**src/sv/assert_macros.svh**
```systemverilog
// Assertion macros shared by the event ring queue RTL.
`ifndef ASSERT_MACROS_SVH
`define ASSERT_MACROS_SVH

// Same-cycle implication, disabled while reset is asserted.
`define ERQ_ASSERT_NOW(label, clk, rst_n, ante, cons) \
    label: assert property (@(posedge clk) disable iff (!rst_n) (ante) |-> (cons)) \
        else $error("event queue assertion failed");

// Next-cycle implication, disabled while reset is asserted.
`define ERQ_ASSERT_NEXT(label, clk, rst_n, ante, cons) \
    label: assert property (@(posedge clk) disable iff (!rst_n) (ante) |=> (cons)) \
        else $error("event queue assertion failed");

`endif

```
**src/sv/erq_pkg.sv**
```systemverilog
// Package with the types, codes and defaults of the event ring queue.
`timescale 1ns / 1ps

package erq_pkg;

    localparam int ERQ_DEPTH_DEF = 64;
    localparam int KIND_W        = 16;
    localparam int BODY_W        = 64;
    localparam int OCC_W         = 6;
    localparam int DROP_W        = 32;

    // Command codes.
    localparam logic [1:0] FUNC_PUSH  = 2'd0;
    localparam logic [1:0] FUNC_POP   = 2'd1;
    localparam logic [1:0] FUNC_FLUSH = 2'd2;

    // Result status codes.
    localparam logic [1:0] STAT_DONE    = 2'd0;
    localparam logic [1:0] STAT_DROPPED = 2'd1;
    localparam logic [1:0] STAT_EMPTY   = 2'd2;

    typedef struct packed {
        logic [KIND_W-1:0] kind;
        logic [BODY_W-1:0] body;
    } t_event;

    typedef enum logic {
        ST_IDLE,
        ST_FLUSH
    } t_state;

endpackage

```
**src/sv/erq_cell.sv**
```systemverilog
// One storage cell of the event queue row: holds one event in queue order.
`timescale 1ns / 1ps

module erq_cell
    import erq_pkg::*;
(
    input  logic   i_clk,
    input  logic   i_shift,
    input  logic   i_load,
    input  t_event i_load_data,
    input  t_event i_next_data,
    output t_event o_data
);

    t_event r_data;
    t_event n_data;

    // A load wins over the shift, so the tail cell can take new data while the row moves.
    always_comb begin
        if (i_load) begin
            n_data = i_load_data;
        end else if (i_shift) begin
            n_data = i_next_data;
        end else begin
            n_data = r_data;
        end
    end

    always_ff @(posedge i_clk) begin
        r_data <= n_data;
    end

    assign o_data = r_data;

endmodule

```
**config.mk**
```make
export PLATFORM = sky130hd
export DESIGN_NAME = erq_cell
export DESIGN_NICKNAME = d
export VERILOG_FILES = /design/src/sv/assert_macros.svh /design/src/sv/erq_pkg.sv /design/src/sv/erq_cell.sv
export SDC_FILE = /design/constraint.sdc
export NUM_CORES = 1
export LEC_CHECK = 0
export BUFFER_PORTS_ARGS = -buffer_cell sky130_fd_sc_hd__buf_2
export CORE_AREA = 3 3 98 100
export DETAILED_ROUTE_END_ITERATION = 16
export DIE_AREA = 0 0 101 103
export GPL_TIMING_DRIVEN = 0
export PLACE_DENSITY = 0.84
export RECOVER_POWER = 50
export SYNTH_ARGS = -nofsm -noshare
export SYNTH_HDL_FRONTEND = slang
export SYNTH_SLANG_ARGS = --single-unit
```
**constraint.sdc**
```tcl
create_clock -name i_clk -period 3.1 [get_ports i_clk]
set_input_delay 0.155 -clock i_clk [delete_from_list [all_inputs] [get_ports i_clk]]
set_output_delay 0.155 -clock i_clk [all_outputs]
set_load 0.02 [all_outputs]
```
=== Word-level counts from Yosys, hierarchy flattened ===
Index checks and enable logic that the tools add are counted.

* Word-level logic and storage cells: 5
* Output and inout port bits: 80
* Register bits: 80
* Input bits: 163

* Reductions and logical operators: 1
* Mux-type cells: 2

{| class="wikitable"
|+ Operators with widths
! kind !! count
|-
| $mux 80 || 2
|-
| $reduce_bool 2->1 || 1
|}

=== Depth between registers and ports, before layout ===
* Depth in word-level cells: 2
* Gate-level depth with buffers: 3
* Depth with buffers taken out: 1

=== Least setup slack after synthesis ===
Ideal clock, no wire load.

* Path kind: input to register
* From: input port i_load
* To: register r_data, in the netlist o_data[0] (enable)
* Path slack: 375 ps
* Required time: 2657 ps
* Path buffers: 2
* Data arrival time: 2282 ps
* Library setup time: 443 ps
* Stages on the path: 3
* Path through: buf_6 > buf_12 > or2_1

* Cells in the longest elaborated chain, start to end: 1

{| class="wikitable"
|+ RTL lines
! element !! RTL line !! RTL
|-
| start, declared || erq_cell.sv:9 || <nowiki>input logic i_load,</nowiki>
|-
| $reduce_bool 2->1 (no line) || n/a ||
|-
| end signal, assigned || erq_cell.sv:30 || <nowiki>r_data <= n_data;</nowiki>
|-
| end, declared || erq_cell.sv:15 || <nowiki>t_event r_data;</nowiki>
|}

No other way between the ends.
A chain may end at the register's enable or synchronous reset.

=== Final worst setup path ===
* From: input port i_load
* To: register r_data, in the netlist o_data[77] (enable)

Same word-level chain as after synthesis.

==> flow_metrics.env <==
export IMPL_syn_num_nets=333
export IMPL_dieHeight_um=103
export IMPL_area_growth_pct=28.9
export IMPL_antenna_left=0
export IMPL_hold_viol_final=0
export IMPL_synth_cell_types=6
export IMPL_yosys_warnings=0
export IMPL_fmax_mhz=604
export IMPL_track_usage_pct=15.5
export IMPL_synth_most_common_cell="edfxtp_1"
export IMPL_cts_repair_resize_count=0
export IMPL_start_util_pct=43.1
export IMPL_synth_top_family_by_area="multiplexers"
export IMPL_gp_congestion=0.682
export IMPL_yosysSeqAreaShare_pct=63.6
export IMPL_crit_path_end_kind="flip-flop"
export IMPL_viasPerCell=4.59
export IMPL_synthMuxAreaShare_pct=31.7
export IMPL_status="completed"
export IMPL_synth_edf_count=80
export IMPL_final_max_slew_viol_count=0
export IMPL_die_width_um=101
export IMPL_htreeDepth=3
export IMPL_whs_path_depth=2
export IMPL_fin_ws_ns=1.44
export IMPL_nets=586
export IMPL_async_flop_share_pct=0
export IMPL_grt_antenna_before_repair=0
export IMPL_boundaryPins=243
export IMPL_synth_main_ff_cell="edfxtp_1"
export IMPL_min_to="o_data[46]$_DFFE_PP_"
export IMPL_p_leak_nw=2.11
export IMPL_ir_drop_mv=0.210
export IMPL_slew_headroom_pct=56.4
export IMPL_power_density_nw_per_um2=514
export IMPL_die_area_um2=10400
export IMPL_place_ws_ns=1.36
export IMPL_hold_buffers=0
export IMPL_critPathLaunch="i_load"
export IMPL_hp_start="i_next_data[46]"
export IMPL_syn_inst=170
export IMPL_crit_fanout=41
export IMPL_synth_xor_area_share_pct=0
export IMPL_rsz0062_at_grt="no"
export IMPL_post_cts_buffers=0
export IMPL_drc=0
export IMPL_hp_class="input port to flip-flop"
export IMPL_drtIter0Drc=37
export IMPL_synthAdderAreaFrac_pct=0
export IMPL_clkTransAtPathRegs_ns=0.08
export IMPL_yosysTopAreaCell="edfxtp_1"
export IMPL_synth_seq_cells=80
export IMPL_worst_pin_slew_ns=0.654
export IMPL_numCtsBuffers=9
export IMPL_cp_data_required_time_ns=3.13
export IMPL_critical_path_arrival_ns=1.68
export IMPL_period_share_pct=53.4
export IMPL_clock_path_buffers=2
export IMPL_nFillCells=821
export IMPL_vias=2462
export IMPL_synth_avg_cell_area_um2=22.2
export IMPL_finalNonFillerCells=536
export IMPL_grt_pass1_wl_um=12000
export IMPL_worstSetupPathType="input port to flip-flop"
export IMPL_largest_reg_flops=80
export IMPL_drive_above_1_share_pct=52.8
export IMPL_fin_crit_ns=1.66
export IMPL_maxCapViolCount=0
export IMPL_wire_per_inst_um=16.4
export IMPL_cts_tree="yes"
export IMPL_routed_wl_um=8770
export IMPL_grt_max_degree=42
export IMPL_dp_cells=520
export IMPL_grt_pass1_vias=2476
export IMPL_overflow=0
export IMPL_cts_root_buf="clkbuf_8"
export IMPL_coreArea_um2=8760
export IMPL_cts_num_sinks=80
export IMPL_hpwl_um=6850
export IMPL_diodes=0
export IMPL_setup_worst_path_start_class="input port"
export IMPL_synth_area_leaders="edfxtp_1 64%, mux2_4 31%, buf_12 4.2%, buf_6 0.30%, mux2_2 0.30%"
export IMPL_post_dp_cell_area_um2=5140
export IMPL_finalSetupViolCount=0
export IMPL_io_buffers=241
export IMPL_rows=34
export IMPL_synthSimpleGateAreaFrac_pct=0.166
export IMPL_drt_pass1_iterations=4
export IMPL_hold_slack_ns=0.0986
export IMPL_synth_commonest_cells="80 x edfxtp_1, 79 x mux2_4, 8 x buf_12"
export IMPL_synth_compound_area_share_pct=0
export IMPL_yosysTopAreaCellShare_pct=63.6
export IMPL_synth_cell_area_um2=3780
export IMPL_final_cell_area_um2=4870
-- cell usage in the layout (no fill, tap or decap) --
cell type,n
clkinvlp_4,3
or2_4,1
clkbuf_1,51
mux2_1,71
clkinv_4,1
mux2_2,1
buf_12,2
clkbuf_8,9
edfxtp_1,80
buf_2,201
mux2_4,8
-- report_power, final --
group          internal (mW)  switching, mW  leakage, nW  total [mW]
logic                  0.197          0.294         1.23       0.491
clock network          0.293          0.361       0.0728       0.654
registers               1.33         0.0301        0.815        1.36
-- cells by family after synthesis --
kind of cell           Yosys count
flip-flops                      80
buffers and inverters            9
AND/OR/NAND/NOR                  1
multiplexers                    80
-- worst max path at each step --
| stage | end | slack, ns | cells past startpoint |
|---|---|---|---|
| floorplan | o_data[0]$_DFFE_PP_ | 0.38 | 3 |
| global placement | o_data[79]$_DFFE_PP_ | -0.26 | 3 |
| detailed placement | o_data[4]$_DFFE_PP_ | 1.36 | 4 |
| CTS | o_data[2]$_DFFE_PP_ | 1.74 | 4 |
| global route | o_data[4]$_DFFE_PP_ | 1.31 | 4 |
| finish | o_data[77]$_DFFE_PP_ | 1.44 | 4 |
-- critical path, stage by stage --
cell and delay, ns:
clkbuf_1 0.49, buf_12 0.21, or2_4 0.49, buf_12 0.30
-- cell type report --
class	count	area (µm²)	area share, %
Sequential cell	80	2400	49.3
Timing Repair Buffer	242	1180	24.2
Multi-Input combinational cell	81	940	19.3
Clock buffer	12	135	2.77
Tap cell	108	135	2.77
Buffer	9	50.0	1.03
Clock inverter	4	31.3	0.642
-- layer usage --
metal  vias up  track usage (%)  wire length, µm
li1       1173                -                -
met1      1127             15.6             3120
met2       149             28.9             4560
met3        13             5.62              933
met4         0             6.75              159
met5         -                0                0
-- stage by stage --
step                power, mW  setup TNS (ns)  utilization, %
finish                   2.50               0            55.6
detailed placement       1.98               0            58.7
global route             2.63               0            55.6
global placement         1.97          -20.67            58.4
floorplan                1.74               0               -
CTS                      2.65               0            60.6
(Power assumes the default switching activity.)
